==> config.mk <==
export PLATFORM = sky130hd
export DESIGN_NAME = crp_pool
export DESIGN_NICKNAME = d
export VERILOG_FILES = /design/src/rtl/core/crp_pkg.sv /design/src/rtl/core/crp_pool.sv
export SDC_FILE = /design/constraint.sdc
export NUM_CORES = 1
export LEC_CHECK = 0
export BUFFER_PORTS_ARGS = -buffer_cell sky130_fd_sc_hd__buf_2
export CAP_MARGIN = 5
export CORE_MARGIN = 3
export CORE_UTILIZATION = 55
export CTS_CLUSTER_DIAMETER = 80
export DETAILED_ROUTE_END_ITERATION = 10
export HOLD_SLACK_MARGIN = 0.03
export PLACE_DENSITY_LB_ADDON = 0.08
export SYNTH_ARGS = -nofsm -noshare
export SYNTH_HDL_FRONTEND = slang
export SYNTH_SLANG_ARGS = --single-unit
==> constraint.sdc <==
create_clock -name clk_i -period 5.9 [get_ports clk_i]
set_input_delay 0.59 -clock clk_i [delete_from_list [all_inputs] [get_ports clk_i]]
set_output_delay 0.59 -clock clk_i [all_outputs]
set_load 0.02 [all_outputs]
==> src/rtl/core/crp_pkg.sv <==
`timescale 1ns / 1ps
// shared constants, types and helper functions of the conv / relu / pool layer
// no dependencies
package crp_pkg;

  localparam int MAX_IMAGE_DIM = 32;
  localparam int MAX_KERNEL    = 7;
  localparam int MAX_POOL      = 4;
  localparam int WEIGHT_COUNT  = MAX_KERNEL * MAX_KERNEL;

  localparam int REG_COUNT = 7;
  localparam int REG_IDX_W = $clog2(REG_COUNT);
  localparam int PADDR_W   = REG_IDX_W + 2;

  localparam int DIM_W   = 6;
  localparam int POS_W   = 5;
  localparam int KSZ_W   = 3;
  localparam int POOL_W  = 3;
  localparam int WIDX_W  = 6;
  localparam int SLOT_W  = (MAX_KERNEL > 1) ? $clog2(MAX_KERNEL) : 1;
  localparam int PHASE_W = (MAX_POOL > 1) ? $clog2(MAX_POOL) : 1;
  localparam int COL_IDX_W = $clog2(MAX_IMAGE_DIM);

  localparam int SAMPLE_W = 16;
  localparam int PROD_W   = 2 * SAMPLE_W;
  localparam int ROW_W    = PROD_W + $clog2(MAX_KERNEL) + 1;
  localparam int ACC_W    = ROW_W + $clog2(MAX_KERNEL) + 2;
  localparam int PSUM_W   = SAMPLE_W + 2 * $clog2(MAX_POOL);
  localparam int RECIP_W  = 18;
  localparam int MEAN_W   = PSUM_W + RECIP_W;
  localparam int DIVX_W   = DIM_W + 10;

  typedef enum logic [REG_IDX_W-1:0] {
    REG_IMAGE_WIDTH  = 3'd0,
    REG_IMAGE_HEIGHT = 3'd1,
    REG_KERNEL_SIZE  = 3'd2,
    REG_POOL_SIZE    = 3'd3,
    REG_POOL_METHOD  = 3'd4,
    REG_KERNEL_BIAS  = 3'd5,
    REG_RELU_ENABLE  = 3'd6
  } reg_idx_e;

  typedef enum logic {
    CMD_WEIGHT = 1'b0,
    CMD_PIXEL  = 1'b1
  } cmd_e;

  typedef enum logic {
    METHOD_MAX = 1'b0,
    METHOD_AVG = 1'b1
  } pool_method_e;

  typedef struct packed {
    logic             first;
    logic             is_end;
    logic [POS_W-1:0] pr;
    logic [POS_W-1:0] pc;
    logic             last;
  } pool_tag_t;

  typedef struct packed {
    cmd_e                       cmd;
    logic [WIDX_W-1:0]          widx;
    logic signed [SAMPLE_W-1:0] value;
    logic [SLOT_W-1:0]          slot;
    logic                       active;
    pool_tag_t                  tag;
  } pix_item_t;

  typedef struct packed {
    logic [KSZ_W-1:0]           ksize;
    logic signed [SAMPLE_W-1:0] bias;
    logic                       relu_en;
  } conv_cfg_t;

  typedef struct packed {
    logic [POOL_W-1:0] psize;
    pool_method_e      method;
  } pool_cfg_t;

  // quotient of a small value by the pool side, reciprocal multiply
  function automatic logic [DIM_W-1:0] div_pool(input logic [DIM_W-1:0] x,
                                                input logic [POOL_W-1:0] p);
    logic [DIVX_W-1:0] xe;
    logic [DIVX_W-1:0] q;
    xe = DIVX_W'(x);
    case (p)
      POOL_W'(2): q = xe >> 1;
      POOL_W'(3): q = (xe * DIVX_W'(342)) >> 10;
      POOL_W'(4): q = xe >> 2;
      POOL_W'(5): q = (xe * DIVX_W'(205)) >> 10;
      POOL_W'(6): q = (xe * DIVX_W'(171)) >> 10;
      POOL_W'(7): q = (xe * DIVX_W'(147)) >> 10;
      default:    q = xe;
    endcase
    return DIM_W'(q);
  endfunction

  // unsigned q2.16 reciprocal of the window area
  function automatic logic [RECIP_W-1:0] recip_q16(input logic [POOL_W-1:0] p);
    logic [RECIP_W-1:0] r;
    case (p)
      POOL_W'(2): r = RECIP_W'(16384);
      POOL_W'(3): r = RECIP_W'(7282);
      POOL_W'(4): r = RECIP_W'(4096);
      POOL_W'(5): r = RECIP_W'(2621);
      POOL_W'(6): r = RECIP_W'(1820);
      POOL_W'(7): r = RECIP_W'(1337);
      default:    r = RECIP_W'(65536);
    endcase
    return r;
  endfunction

endpackage

==> src/rtl/core/crp_pool.sv <==
`timescale 1ns / 1ps
// pooling: per-column running max or sum, mean scaling and output register
// depends on crp_pkg
module crp_pool import crp_pkg::*; (
  input  logic                       clk_i,
  input  logic                       rst_ni,
  input  pool_cfg_t                  cfg_i,
  input  logic                       in_valid_i,
  output logic                       in_ready_o,
  input  pool_tag_t                  in_tag_i,
  input  logic signed [SAMPLE_W-1:0] in_act_i,
  output logic                       out_valid_o,
  input  logic                       out_ready_i,
  output logic signed [SAMPLE_W-1:0] pooled_value_o,
  output logic [POS_W-1:0]           pool_row_o,
  output logic [POS_W-1:0]           pool_col_o,
  output logic                       last_o
);

  logic signed [PSUM_W-1:0] part_q [MAX_IMAGE_DIM];
  logic signed [PSUM_W-1:0] cur, act_x, part_d;

  logic s7_v_q, s8_v_q, out_v_q;
  logic r7, r8, ro, in_go;

  logic signed [PSUM_W-1:0]   s7_sum_q;
  pool_tag_t                  s7_tag_q, s8_tag_q;
  logic signed [PSUM_W-1:0]   s8_sum_q;
  logic signed [MEAN_W-1:0]   prod_d, s8_prod_q, rnd_v;
  logic signed [SAMPLE_W-1:0] res_d;
  logic signed [SAMPLE_W-1:0] out_val_q;
  pool_tag_t                  out_tag_q;

  assign ro = !out_v_q || out_ready_i;
  assign r8 = !s8_v_q || ro;
  assign r7 = !s7_v_q || r8;

  assign in_ready_o = r7;
  assign in_go      = in_valid_i && r7;

  always_comb begin
    cur   = part_q[in_tag_i.pc[COL_IDX_W-1:0]];
    act_x = PSUM_W'(in_act_i);
    if (in_tag_i.first) begin
      part_d = act_x;
    end else if (cfg_i.method == METHOD_MAX) begin
      part_d = (act_x > cur) ? act_x : cur;
    end else begin
      part_d = cur + act_x;
    end
  end

  assign prod_d = MEAN_W'(s7_sum_q) * MEAN_W'($signed(recip_q16(cfg_i.psize)));

  always_comb begin
    rnd_v = (s8_prod_q + MEAN_W'(32768)) >>> 16;
    if (cfg_i.method == METHOD_MAX) begin
      res_d = s8_sum_q[SAMPLE_W-1:0];
    end else if (rnd_v > MEAN_W'(32767)) begin
      res_d = SAMPLE_W'(32767);
    end else if (rnd_v < MEAN_W'(-32768)) begin
      res_d = SAMPLE_W'(-32768);
    end else begin
      res_d = rnd_v[SAMPLE_W-1:0];
    end
  end

  always_ff @(posedge clk_i or negedge rst_ni) begin
    if (!rst_ni) begin
      s7_v_q  <= 1'b0;
      s8_v_q  <= 1'b0;
      out_v_q <= 1'b0;
    end else begin
      if (r7) s7_v_q <= in_valid_i && in_tag_i.is_end;
      if (r8) s8_v_q <= s7_v_q;
      if (ro) out_v_q <= s8_v_q;
    end
  end

  always_ff @(posedge clk_i) begin
    if (in_go) part_q[in_tag_i.pc[COL_IDX_W-1:0]] <= part_d;
    if (r7) begin
      s7_sum_q <= part_d;
      s7_tag_q <= in_tag_i;
    end
    if (r8) begin
      s8_prod_q <= prod_d;
      s8_sum_q  <= s7_sum_q;
      s8_tag_q  <= s7_tag_q;
    end
    if (ro) begin
      out_val_q <= res_d;
      out_tag_q <= s8_tag_q;
    end
  end

  assign out_valid_o    = out_v_q;
  assign pooled_value_o = out_val_q;
  assign pool_row_o     = out_tag_q.pr;
  assign pool_col_o     = out_tag_q.pc;
  assign last_o         = out_tag_q.last;

endmodule

==> impl_metrics.json <==
{
  "cpPeakStageDelay_ns": 0.54,
  "avgViaCountPerCell": 5.89,
  "drt.antenna.violating_nets": 0,
  "area.growth.synth_to_final_pct": 17.5,
  "place.gp.congestion": 0.910,
  "fp.dieH_um": 278,
  "finalClockSkew_ns": 0.0439,
  "cpMostUsedCell": "sky130_fd_sc_hd__fa_1",
  "final_critical_path_setup_slack_ns": -0.268,
  "tritoncts": "done",
  "violations": "negative setup slack",
  "yosys.cell_types.count": 70,
  "drt_wl_total_mm": 108,
  "post_route_cells_drive_above_1_share_pct": 26.5,
  "global_route.usage.total_pct": 28.6,
  "cts_root_buffer": "sky130_fd_sc_hd__clkbuf_16",
  "finish.cell_count_without_fillers": 4065,
  "avgRoutedWirePerCell_um": 26.5,
  "timing.rr.end": "s8_prod_q[30]",
  "crit_chain": "buf_4 -> nor2_4 -> nor2b_2 -> buf_4 -> buf_4 -> o21ai_2 -> fa_1 -> fa_1 -> fa_1 -> fa_1 -> inv_2 -> fa_1 -> fa_1 -> ha_4 -> and4_1 -> and2_0 -> a311o_1 -> a21o_1 -> o211a_4 -> o31a_1 -> o21a_1 -> o21a_1 -> nor2_2 -> xnor2_1",
  "core_area_mm2": 0.0731,
  "reg2reg_slack_ns": -0.27,
  "post_synth_inst_count": 2702,
  "finish.net_count": 3530,
  "initial_utilization_pct": 55.7,
  "fillers": 5270,
  "clk_buf_depth": 3,
  "min-delay-start": "in_tag_i[9]",
  "first_pass_grt_wire_length_mm": 162,
  "multi_input_comb_area_mm2": 0.0168,
  "path_buf_inv": 4,
  "cts_num_sinks": 751,
  "clk_latency_ns": 0.64,
  "max_clock_freq_mhz": 162,
  "placement_rows": 99,
  "synth.cell_area_mm2": 0.0407,
  "synth-edff-count": 748,
  "pwr_density_cell_mw_per_mm2": 491,
  "path_class": "in -> reg",
  "p_leak_nw": 18.6,
  "design_power_total_w": 0.0235,
  "timing.max_slew.rel_slack_pct": 31.2,
  "setup_total_negative_slack_ns": -1.72,
  "ff_latch_area_mm2": 0.0225,
  "avgSynthCellArea_um2": 15.1,
  "rsz0062_at_grt": "true",
  "drt_drc_violations_left": 0,
  "max_cap_violation_count": 0,
  "critPathRequiredTime_ns": 6.28,
  "detailroute.via_count": 23900,
  "power.ir.vdd_worst_v": 0.000551,
  "io-pin-count": 66,
  "clock_transition_at_the_registers_of_the_reported_paths_ns": 0.06,
  "post-place-ws_ns": -1.25,
  "outcome": "complete, but fails checks",
  "synthArstFlopShare_pct": 0.399,
  "cts_inserted_buffers": 79,
  "synth-seq-cells": 751,
  "timing.reg2reg.worst_path_depth": 21,
  "buffer_ports.inserted": 65,
  "worst-slew-pin-transition_ns": 1.03,
  "fp.dieArea_mm2": 0.0773,
  "critPathCaptureType": "flop",
  "drt-pass1-iter-count": 5,
  "critPathSlowestCell": "sky130_fd_sc_hd__fa_1",
  "worstPathMaxFanout": 5,
  "yosysWarnings": 0,
  "count_of_pins_over_their_slew_limit": 0,
  "place.detailed.instances": 3897,
  "h_tree_level_count": 3,
  "grt_overflow_total": 0,
  "layout_min_cycle_time_ns": 6.17,
  "synth_top_flop_cell": "sky130_fd_sc_hd__edfxtp_1",
  "worst_hold_path_type": "in -> reg",
  "die_width_um": 278,
  "drt_first_iter_violations": 2032,
  "first_global_vias": 25500,
  "timing.critical_path.depth": 24,
  "antenna_found_initial": 9,
  "hold-path-endpoint": "s7_tag_q[9]",
  "finalHoldViolCount": 0,
  "mappedNetlistNets": 3187,
  "timing.hold.worst_path_depth": 1,
  "post-route-period-util_pct": 105,
  "pin_count_of_the_biggest_net_entering_global_routing": 52,
  "cp_top_family": "adder cells",
  "worst_setup_path_start_kind": "input pin",
  "seq_area_frac_synth_pct": 55.4,
  "r2r_start": "s7_sum_q[5]",
  "post-dp-hpwl_mm": 76.8,
  "timing.final.setup_violations": 12,
  "hold_slack_ns": 0.147,
  "critPathArrivalTime_ns": 6.55
}
==> metrics by stage <==
step / area (µm²) / util [%]
2_1_floorplan: 40900 / -
3_3_place_gp: 44700 / 61.1
3_5_place_dp: 44700 / 61.1
4_1_cts: 47500 / 64.9
5_1_grt: 47800 / 65.4
6_report: 47800 / 65.4
==> synthesized netlist by cell type (33+ instances only) <==
master / number / share of area, %
sky130_fd_sc_hd__edfxtp_1: 748 / 55
sky130_fd_sc_hd__inv_1: 408 / 3.8
sky130_fd_sc_hd__mux4_2: 160 / 8.9
sky130_fd_sc_hd__nor2_1: 102 / 0.94
sky130_fd_sc_hd__ha_1: 172 / 5.3
sky130_fd_sc_hd__and2_1: 71 / 1.1
sky130_fd_sc_hd__nand2_1: 142 / 1.3
sky130_fd_sc_hd__a21oi_1: 37 / 0.46
sky130_fd_sc_hd__clkbuf_1: 90 / 0.83
sky130_fd_sc_hd__a22oi_1: 73 / 1.3
sky130_fd_sc_hd__and3_1: 46 / 0.71
sky130_fd_sc_hd__fa_1: 276 / 14
sky130_fd_sc_hd__nor2b_1: 33 / 0.51
==> report_power, final <==
part	internal, W	switching (W)	leakage, nW
combinational	0.00580	0.00592	10.5
sequential	0.00675	0.000163	6.93
clock	0.00273	0.00209	1.24
total	0.0153	0.00818	18.6
==> how the worst max path moves through the flow <==
stage | start | end | slack (ns)
6_report | cfg_i[3] | s8_prod_q[30] | -0.27
5_1_grt | cfg_i[3] | s8_prod_q[30] | -0.41
4_1_cts | s7_sum_q[6] | s8_prod_q[30] | -0.28
3_5_place_dp | cfg_i[2] | s8_prod_q[37] | -1.25
3_3_place_gp | cfg_i[2] | s8_prod_q[37] | -1.10
2_1_floorplan | cfg_i[2] | s8_prod_q[30] | -0.81
==> metal layers <==
layer	track usage [%]	part of all wire, %
met4	9.04	3.4
met3	3.99	5.9
met2	50.2	52
met1	37.3	39
met5	0	0.064
==> cell usage in the layout, fill, tap and decap left out, types with 13 or more instances in the layout <==
master	Yosys	layout
sky130_fd_sc_hd__xnor2_1	32	31
sky130_fd_sc_hd__and2_1	71	65
sky130_fd_sc_hd__buf_2	24	60
sky130_fd_sc_hd__o22a_1	15	15
sky130_fd_sc_hd__clkbuf_16	0	79
sky130_fd_sc_hd__nand2_1	142	128
sky130_fd_sc_hd__o21ai_0	32	16
sky130_fd_sc_hd__inv_2	0	23
sky130_fd_sc_hd__a22o_1	13	13
sky130_fd_sc_hd__nor2_4	0	22
sky130_fd_sc_hd__nand3_1	22	20
sky130_fd_sc_hd__nand4_1	22	22
sky130_fd_sc_hd__a221oi_1	15	14
sky130_fd_sc_hd__buf_6	0	21
sky130_fd_sc_hd__nor2_1	102	65
sky130_fd_sc_hd__and3_1	46	43
sky130_fd_sc_hd__a22oi_1	73	73
sky130_fd_sc_hd__clkinv_2	0	14
sky130_fd_sc_hd__fa_2	0	17
sky130_fd_sc_hd__nor2_2	2	17
sky130_fd_sc_hd__edfxtp_1	748	748
sky130_fd_sc_hd__clkinv_1	0	14
sky130_fd_sc_hd__ha_1	172	160
sky130_fd_sc_hd__buf_4	3	269
sky130_fd_sc_hd__mux4_2	160	160
sky130_fd_sc_hd__inv_1	408	385
sky130_fd_sc_hd__xor2_1	23	21
sky130_fd_sc_hd__a21oi_1	37	32
sky130_fd_sc_hd__buf_12	0	31
sky130_fd_sc_hd__nor2b_1	33	31
sky130_fd_sc_hd__fa_1	276	259
sky130_fd_sc_hd__clkbuf_1	90	17
==> layout make-up <==
| class | instances | area share, % |
|---|---|---|
| Sequential cell | 751 | 47.1 |
| Clock inverter | 44 | 1.05 |
| Inverter | 408 | 3.20 |
| Multi-Input combinational cell | 1421 | 35.1 |
| Tap cell | 959 | 2.51 |
| Timing Repair Buffer | 384 | 6.73 |
| Clock buffer | 96 | 4.27 |
| Antenna cell | 2 | 0.0105 |
==> state kept, by name (all words and copies together) (netlist names) <==
register        count
s8_tag_q           11
pooled_value_o     16
s8_v_q              1
s7_sum_q           20
s7_v_q              1
out_valid_o         1
pool_col_o          5
last_o              1
s8_prod_q          23
s7_tag_q           11
s8_sum_q           16
part_q            640
pool_row_o          5
==> repair_timing <==
action,CTS,global route
hold buffers,1,0
resized for setup,39,90
setup endpoints to repair,15,16
buffers inserted,9,18
endpoints found under the hold margin,3,0
pin swaps,43,56
==> cell families (layout without fill, tap and decap cells) <==
kind of cell	after synthesis	after routing	synth area share (%)
buf+inv	530	932	4.99
xor+xnor	55	55	1.18
simple gates	497	497	6.12
other cells	1	3	0.00921
compound gates	257	257	4.52
flops	751	751	55.4
mux	163	163	8.94
fa+ha+maj	448	448	18.9
Note: power is estimated with default switching activity, not from simulation.
